File: src/hdl/igmpjl_pkg.sv
// ----------------------------------------------------------------------------
// igmpjl_pkg
// Shared types and constants for the IGMPv2 join/leave frame builder.
// ----------------------------------------------------------------------------
package igmpjl_pkg;

    localparam int unsigned FRAME_LEN  = 46;
    localparam logic [5:0]  LAST_INDEX = 6'd45;

    localparam logic [7:0]  IGMP_REPORT = 8'h16;
    localparam logic [7:0]  IGMP_LEAVE  = 8'h17;

    // Constant IPv4 header words: 0x4600 + 0x0020 + 0x0102 + 0x9404
    localparam logic [15:0] IP_CONST_SUM = 16'hDB26;

    localparam logic [1:0]  REG_SOURCE_MAC = 2'd0;
    localparam logic [1:0]  REG_SOURCE_IP  = 2'd1;
    localparam logic [1:0]  REG_IP_IDENT   = 2'd2;

    localparam logic [47:0] SOURCE_MAC_RST = 48'h00808E010203;
    localparam logic [31:0] SOURCE_IP_RST  = 32'hC0A80001;
    localparam logic [15:0] IP_IDENT_RST   = 16'h58DD;

    typedef struct packed {
        logic        join_req;
        logic [31:0] group_address;
        logic [15:0] ip_cksum;
        logic [15:0] igmp_cksum;
    } frame_desc_t;

endpackage

File: src/hdl/igmpjl_cksum.sv
// ----------------------------------------------------------------------------
// igmpjl_cksum
// Three-stage checksum pipeline: partial sums, combine, end-around fold.
// ----------------------------------------------------------------------------
module igmpjl_cksum (
    input  logic                     aclk,
    input  logic                     aresetn,
    input  logic                     in_valid,
    output logic                     in_ready,
    input  logic                     join_req,
    input  logic [31:0]              group_address,
    input  logic [31:0]              source_ip,
    input  logic [15:0]              ip_ident,
    output logic                     out_valid,
    input  logic                     out_ready,
    output igmpjl_pkg::frame_desc_t  out_desc
);

    logic        v1_reg, v2_reg, v3_reg;
    logic        adv1, adv2, adv3;

    logic        join1_reg, join2_reg;
    logic [31:0] grp1_reg, grp2_reg;
    logic [17:0] ip_a1_reg, ip_b1_reg, ig1_reg;
    logic [18:0] ip_s2_reg;
    logic [16:0] ig_f2_reg;
    igmpjl_pkg::frame_desc_t desc3_reg;

    logic [7:0]  igmp_type;
    logic [16:0] ip_f1;
    logic [15:0] ip_f2;
    logic [15:0] ig_f2;

    assign adv3     = out_ready || !v3_reg;
    assign adv2     = !v2_reg || adv3;
    assign adv1     = !v1_reg || adv2;
    assign in_ready = adv1;

    assign igmp_type = join_req ? igmpjl_pkg::IGMP_REPORT : igmpjl_pkg::IGMP_LEAVE;

    assign ip_f1 = {14'd0, ip_s2_reg[18:16]} + {1'b0, ip_s2_reg[15:0]};
    assign ip_f2 = ip_f1[15:0] + {15'd0, ip_f1[16]};
    assign ig_f2 = ig_f2_reg[15:0] + {15'd0, ig_f2_reg[16]};

    always_ff @(posedge aclk) begin
        if (!aresetn) begin
            v1_reg <= 1'b0;
            v2_reg <= 1'b0;
            v3_reg <= 1'b0;
        end else begin
            if (adv1) v1_reg <= in_valid;
            if (adv2) v2_reg <= v1_reg;
            if (adv3) v3_reg <= v2_reg;
        end
    end

    always_ff @(posedge aclk) begin
        if (adv1) begin
            join1_reg <= join_req;
            grp1_reg  <= group_address;
            ip_a1_reg <= {2'd0, igmpjl_pkg::IP_CONST_SUM} + {2'd0, ip_ident}
                         + {2'd0, source_ip[31:16]};
            ip_b1_reg <= {2'd0, source_ip[15:0]} + {2'd0, group_address[31:16]}
                         + {2'd0, group_address[15:0]};
            ig1_reg   <= {2'd0, igmp_type, 8'h00} + {2'd0, group_address[31:16]}
                         + {2'd0, group_address[15:0]};
        end
        if (adv2) begin
            join2_reg <= join1_reg;
            grp2_reg  <= grp1_reg;
            ip_s2_reg <= {1'b0, ip_a1_reg} + {1'b0, ip_b1_reg};
            ig_f2_reg <= {15'd0, ig1_reg[17:16]} + {1'b0, ig1_reg[15:0]};
        end
        if (adv3) begin
            desc3_reg.join_req      <= join2_reg;
            desc3_reg.group_address <= grp2_reg;
            desc3_reg.ip_cksum      <= ~ip_f2;
            desc3_reg.igmp_cksum    <= ~ig_f2;
        end
    end

    assign out_valid = v3_reg;
    assign out_desc  = desc3_reg;

endmodule

File: src/hdl/igmpjl_ser.sv
// ----------------------------------------------------------------------------
// igmpjl_ser
// Frame serialiser: holds one frame descriptor and sends it a byte per transfer.
// ----------------------------------------------------------------------------
module igmpjl_ser (
    input  logic                     aclk,
    input  logic                     aresetn,
    input  logic                     in_valid,
    output logic                     in_ready,
    input  igmpjl_pkg::frame_desc_t  in_desc,
    input  logic [47:0]              source_mac,
    input  logic [31:0]              source_ip,
    input  logic [15:0]              ip_ident,
    output logic                     m_valid,
    input  logic                     m_ready,
    output logic [7:0]               m_frame_byte,
    output logic [5:0]               m_byte_index,
    output logic                     m_last_byte
);

    igmpjl_pkg::frame_desc_t desc_reg;
    logic        busy_reg;
    logic [5:0]  idx_reg;
    logic        last;
    logic [31:0] g;
    logic [7:0]  igmp_type;

    assign last     = (idx_reg == igmpjl_pkg::LAST_INDEX);
    assign in_ready = !busy_reg || (m_ready && last);

    always_ff @(posedge aclk) begin
        if (!aresetn) begin
            busy_reg <= 1'b0;
            idx_reg  <= 6'd0;
        end else if (in_ready) begin
            busy_reg <= in_valid;
            idx_reg  <= 6'd0;
        end else if (m_ready) begin
            idx_reg <= idx_reg + 6'd1;
        end
    end

    always_ff @(posedge aclk) begin
        if (in_ready && in_valid) begin
            desc_reg <= in_desc;
        end
    end

    assign g         = desc_reg.group_address;
    assign igmp_type = desc_reg.join_req ? igmpjl_pkg::IGMP_REPORT : igmpjl_pkg::IGMP_LEAVE;

    always_comb begin
        case (idx_reg)
            6'd0:    m_frame_byte = 8'h01;
            6'd2:    m_frame_byte = 8'h5E;
            6'd3:    m_frame_byte = {1'b0, g[22:16]};
            6'd4:    m_frame_byte = g[15:8];
            6'd5:    m_frame_byte = g[7:0];
            6'd6:    m_frame_byte = source_mac[47:40];
            6'd7:    m_frame_byte = source_mac[39:32];
            6'd8:    m_frame_byte = source_mac[31:24];
            6'd9:    m_frame_byte = source_mac[23:16];
            6'd10:   m_frame_byte = source_mac[15:8];
            6'd11:   m_frame_byte = source_mac[7:0];
            6'd12:   m_frame_byte = 8'h08;
            6'd14:   m_frame_byte = 8'h46;
            6'd17:   m_frame_byte = 8'h20;
            6'd18:   m_frame_byte = ip_ident[15:8];
            6'd19:   m_frame_byte = ip_ident[7:0];
            6'd22:   m_frame_byte = 8'h01;
            6'd23:   m_frame_byte = 8'h02;
            6'd24:   m_frame_byte = desc_reg.ip_cksum[15:8];
            6'd25:   m_frame_byte = desc_reg.ip_cksum[7:0];
            6'd26:   m_frame_byte = source_ip[31:24];
            6'd27:   m_frame_byte = source_ip[23:16];
            6'd28:   m_frame_byte = source_ip[15:8];
            6'd29:   m_frame_byte = source_ip[7:0];
            6'd30:   m_frame_byte = g[31:24];
            6'd31:   m_frame_byte = g[23:16];
            6'd32:   m_frame_byte = g[15:8];
            6'd33:   m_frame_byte = g[7:0];
            6'd34:   m_frame_byte = 8'h94;
            6'd35:   m_frame_byte = 8'h04;
            6'd38:   m_frame_byte = igmp_type;
            6'd40:   m_frame_byte = desc_reg.igmp_cksum[15:8];
            6'd41:   m_frame_byte = desc_reg.igmp_cksum[7:0];
            6'd42:   m_frame_byte = g[31:24];
            6'd43:   m_frame_byte = g[23:16];
            6'd44:   m_frame_byte = g[15:8];
            6'd45:   m_frame_byte = g[7:0];
            default: m_frame_byte = 8'h00;
        endcase
    end

    assign m_valid      = busy_reg;
    assign m_byte_index = idx_reg;
    assign m_last_byte  = last;

endmodule

File: src/hdl/igmpv2_join_leave_frame_builder_unit.sv
// ----------------------------------------------------------------------------
// igmpv2_join_leave_frame_builder_unit
// Builds a 46-byte Ethernet/IPv4/IGMPv2 join or leave frame per request.
// ----------------------------------------------------------------------------
// Each request produces 46 byte transfers, so the sustained request rate is
// set by the byte-wide output. Checksums are worked out in a three-stage
// pipeline ahead of the serialiser, which starts a new frame in the cycle
// after the last byte of the previous one is taken when the next descriptor
// is already waiting. Registers at 0x00 (source MAC), 0x08 (source IP) and
// 0x10 (IP identification) are read live and must only be written while
// no frame is in flight.
module igmpv2_join_leave_frame_builder_unit (
    input  logic        aclk,
    input  logic        aresetn,
    input  logic        s_valid,
    output logic        s_ready,
    input  logic        s_join_req,
    input  logic [31:0] s_group_address,
    output logic        m_valid,
    input  logic        m_ready,
    output logic [7:0]  m_frame_byte,
    output logic [5:0]  m_byte_index,
    output logic        m_last_byte,
    input  logic        psel,
    input  logic        penable,
    input  logic        pwrite,
    input  logic [4:0]  paddr,
    input  logic [63:0] pwdata,
    output logic [63:0] prdata,
    output logic        pready
);

    logic [47:0] source_mac_reg;
    logic [31:0] source_ip_reg;
    logic [15:0] ip_ident_reg;
    logic [1:0]  reg_sel;
    logic        cfg_wr;

    logic                    ck_valid;
    logic                    ck_ready;
    igmpjl_pkg::frame_desc_t ck_desc;

    assign pready  = 1'b1;
    assign reg_sel = paddr[4:3];
    assign cfg_wr  = psel && penable && pwrite;

    always_ff @(posedge aclk) begin
        if (!aresetn) begin
            source_mac_reg <= igmpjl_pkg::SOURCE_MAC_RST;
            source_ip_reg  <= igmpjl_pkg::SOURCE_IP_RST;
            ip_ident_reg   <= igmpjl_pkg::IP_IDENT_RST;
        end else if (cfg_wr) begin
            case (reg_sel)
                igmpjl_pkg::REG_SOURCE_MAC: source_mac_reg <= pwdata[47:0];
                igmpjl_pkg::REG_SOURCE_IP:  source_ip_reg  <= pwdata[31:0];
                igmpjl_pkg::REG_IP_IDENT:   ip_ident_reg   <= pwdata[15:0];
                default: ;
            endcase
        end
    end

    always_comb begin
        case (reg_sel)
            igmpjl_pkg::REG_SOURCE_MAC: prdata = {16'd0, source_mac_reg};
            igmpjl_pkg::REG_SOURCE_IP:  prdata = {32'd0, source_ip_reg};
            igmpjl_pkg::REG_IP_IDENT:   prdata = {48'd0, ip_ident_reg};
            default:                    prdata = 64'd0;
        endcase
    end

    igmpjl_cksum u_cksum (
        .aclk          (aclk),
        .aresetn       (aresetn),
        .in_valid      (s_valid),
        .in_ready      (s_ready),
        .join_req      (s_join_req),
        .group_address (s_group_address),
        .source_ip     (source_ip_reg),
        .ip_ident      (ip_ident_reg),
        .out_valid     (ck_valid),
        .out_ready     (ck_ready),
        .out_desc      (ck_desc)
    );

    igmpjl_ser u_ser (
        .aclk         (aclk),
        .aresetn      (aresetn),
        .in_valid     (ck_valid),
        .in_ready     (ck_ready),
        .in_desc      (ck_desc),
        .source_mac   (source_mac_reg),
        .source_ip    (source_ip_reg),
        .ip_ident     (ip_ident_reg),
        .m_valid      (m_valid),
        .m_ready      (m_ready),
        .m_frame_byte (m_frame_byte),
        .m_byte_index (m_byte_index),
        .m_last_byte  (m_last_byte)
    );

endmodule

File: config.mk
export PLATFORM = sky130hd
export DESIGN_NAME = igmpv2_join_leave_frame_builder_unit
export DESIGN_NICKNAME = d
export VERILOG_FILES = /design/src/hdl/igmpjl_pkg.sv /design/src/hdl/igmpjl_cksum.sv /design/src/hdl/igmpjl_ser.sv /design/src/hdl/igmpv2_join_leave_frame_builder_unit.sv
export SDC_FILE = /design/constraint.sdc
export NUM_CORES = 1
export LEC_CHECK = 0
export BUFFER_PORTS_ARGS = -buffer_cell sky130_fd_sc_hd__buf_2
export CAP_MARGIN = 20
export CORE_ASPECT_RATIO = 1.75
export CORE_MARGIN = 2
export CORE_UTILIZATION = 55
export CTS_CLUSTER_SIZE = 12
export DETAILED_ROUTE_END_ITERATION = 12
export GPL_TIMING_DRIVEN = 1
export PLACE_DENSITY = 0.75
export SLEW_MARGIN = 10
export SYNTH_ARGS = -nofsm -noshare
export SYNTH_HDL_FRONTEND = slang
export SYNTH_SLANG_ARGS = --single-unit
File: constraint.sdc
create_clock -name aclk -period 8.3 [get_ports aclk]
set_input_delay 0.83 -clock aclk [delete_from_list [all_inputs] [get_ports aclk]]
set_output_delay 0.83 -clock aclk [all_outputs]
set_load 0.03 [all_outputs]
==> results.md <==
- Outcome: finished, final reports clean
- Largest net degree at the start of global routing: 102
- CP arrival: 3.53 ns
- RSZ-0062 raised after global routing: false
- Starting DRT DRC Count: 1103
- Vias in the first global route: 15200
- FP Rows: 93
- Via density: 6.11
- Seq/Total Area, Yosys: 52.4%
- Worst endpoint required time: 7.47 ns
- Synth cell types: 76
- #FFs+latches synth: 392
- Ranking of synthesized cells by area: edfxtp_1 (42%), dfxtp_1 (10%), ha_1 (6.1%)
- Drt total wl: 64000 um
- Tightest Pin Transition: 0.909 ns
- Fmax: 0.229 GHz
- CTS tree: done
- Synth warn: 0
- EDFF count, synth: 286
- Routability Congestion: 0.977
- Layout cells sized above 1: 11.8%
- Nets: 2260
- Initial antenna violation count: 2
- Worst setup EP type: output port
- Crit path time final: 4.36 ns
- Gr usage total: 33.1%
- Synth async-reset ratio: 0%
- Clock buffer depth: 3
- Final HPWL DP: 48200 um
- Hold Vio Cnt, Final: 0
- Max_cap viols: 0
- Ys flop type: edfxtp_1
- P_leak: 8.96 nW
- Synthesized cell area: 20400 sq um
- Drt pass-1 iters: 7
- Clk_lat worst skew: 0.57 ns
- Buffer count from post-CTS setup fixing: 0
- Num CTS Buffers: 39
- Slew headroom: 38.9%
- Part of the cycle the worst path needs: 52.6%
- DR vias: 15500
- Post-route ant nets: 0
- DIE AREA: 38800 sq um
- First-pass GRT wire length: 93500 um
- Power Density: 228 nW/um^2
- Critical path type: reg2out
- Worst vdd ir: 0.000154 V
- Die H: 259 um
- Top Usage Layer GRT: met2
- Clock-pin slew on the worst setup and hold paths: 0.06 ns
- Setup Skew: 0.0325 ns
- Drt wl/cell: 25.2 um
- Setup_tns: 0 ns
- Max reg flops: 65
- Hold Path Class: reg2reg
- Synthesized instance count: 1917
- Max-slew violations: 0
- H-tree depth: 2
- IO Pins: 191
- Die width: 150 um
- Worst Hold Margin: 0.394 ns
- Grt ovf: 0
- Global Route met2 Usage: 56.1%
- Clk Tree Root Cell: clkbuf_16
- Worst Setup Start Kind: register
- PortBufs: 154
- Setup violators final: 0
- DR DRC count: 0
- Synth top area share: 42.0%
- CTS sink count: 392
- Hold buffers post-CTS: 0
- Met1 GRT Util: 35.2%
- Area growth from synthesis to layout: 11.1%
- Core area: 36800 sq um
- Mapped Avg Cell Area: 10.7 sq um
- Critical path peak fanout: 24
- Area leader, netlist: edfxtp_1
- Post-CTS sizing: 0
- Grt met3 use: 6.26%
- Initial Util: 55.6%
-- cells by family (layout without fill, tap and decap cells) --
logic type | after synthesis | after routing | synth area share, %
multiplexers | 44 | 44 | 2.17
AND/OR/NAND/NOR | 640 | 640 | 14.7
adder cells (fa/ha/maj) | 106 | 106 | 6.75
buffers and inverters | 162 | 289 | 3.33
AO/OA/AOI/OAI | 448 | 448 | 15.3
other | 2 | 19 | 0.0368
flip-flops | 392 | 392 | 52.4
XOR/XNOR | 123 | 123 | 5.27
-- power by group --
part	internal [mW]	leakage (nW)	switching, mW	total, mW
Clock	0.893	0.551	0.723	1.62
Sequential	2.41	3.78	0.160	2.57
Combinational	0.396	4.63	0.578	0.975
Total	3.70	8.96	1.46	5.16
-- per-stage QoR --
stage	setup WS (ns)	total power [mW]	std cells	util, %	cell area [sq um]
floorplan	3.05	3.28	1932	-	20500
global placement	3.93	3.53	2478	58.6	21500
detailed placement	3.85	3.57	2479	58.6	21600
CTS	3.97	5.19	2534	61.7	22700
global route	3.59	5.38	2535	61.7	22700
finish	3.94	5.16	2536	61.7	22700
-- cells in the final DEF (no fill, tap or decap), types with 7 or more instances in the layout --
master	synthesis	final
and2_1	22	22
mux2i_1	41	41
o21a_1	22	22
a22oi_1	42	42
edfxtp_1	286	286
xor2_1	47	47
o21ai_0	64	64
nand3_1	51	51
nand2b_1	11	11
conb_1	2	17
a21boi_0	76	76
nor2_1	108	108
fa_1	7	7
a221o_1	7	7
a31oi_1	11	11
a21oi_1	82	82
xnor2_1	76	76
nand3b_1	8	8
and3_1	25	25
nand4_1	24	24
a21o_1	24	24
a221oi_1	9	9
inv_1	66	65
nor2b_1	20	19
o21bai_1	10	10
dfxtp_1	106	106
or3_1	8	8
a211oi_1	20	20
ha_1	99	99
buf_2	7	154
o211ai_1	15	15
nand2_1	297	295
clkbuf_1	64	9
nor3_1	25	24
buf_4	17	14
nor4_1	7	7
clkbuf_16	0	40
-- routing by layer --
layer / up-vias / part of all wire, %
met1: 7306 / 34
met5: - / 0
met2: 714 / 49
li1: 7218 / -
met3: 260 / 6.7
met4: 0 / 10
-- path summary, 6_finish.rpt --
check	startpoint	to	slack (ns)	depth (start not counted)
worst min-delay path	u_cksum.out_desc[62]	u_ser.g[30]	0.39	0
worst max register to register	source_ip_reg[0]	u_cksum.ip_b1_reg[15]	4.00	15
worst min register to register	u_cksum.out_desc[62]	u_ser.g[30]	0.39	0
worst max-delay path	u_ser.m_byte_index[2]	m_frame_byte[2]	3.94	6
-- layout make-up --
class	instances	area, sq um
timing repair buffer	168	876
clock inverter	5	90.1
sequential	392	10700
inverter	66	248
antenna	2	5.00
clock buffer	50	1050
fill	2958	14100
multi-input combinational	1378	9120
tap	475	594
-- cells in the mapped netlist (all sizes together), types with 5 or more instances --
cell and n:
a31oi 11, a21boi 77, a32oi 6, and4 6, buf 32, nand2 297
nor4 10, a221o 7, nor3b 6, a222oi 5, o21a 22, nand3 53
mux2i 41, o21bai 10, ha 99, or3 8, a21o 24, nand3b 8
xnor2 76, nand2b 11, clkbuf 64, a22oi 42, fa 7, a211oi 21
edfxtp 286, or2 6, o31a 6, inv 66, o21ai 64, a221oi 9
a21oi 84, o211ai 15, dfxtp 106, and2 22, xor2 47, nand4 24
o31ai 6, nor2b 20, and3 25, nor2 108, nor3 25
-- critical path, stage by stage (launching register included) --
cell and delay [ns]:
dfxtp_1 0.84, or3b_1 0.40, nor2b_1 0.25, a222oi_1 0.65
nand4_1 0.21, or3_1 0.41, buf_2 0.20
(Power assumes the default switching activity.)
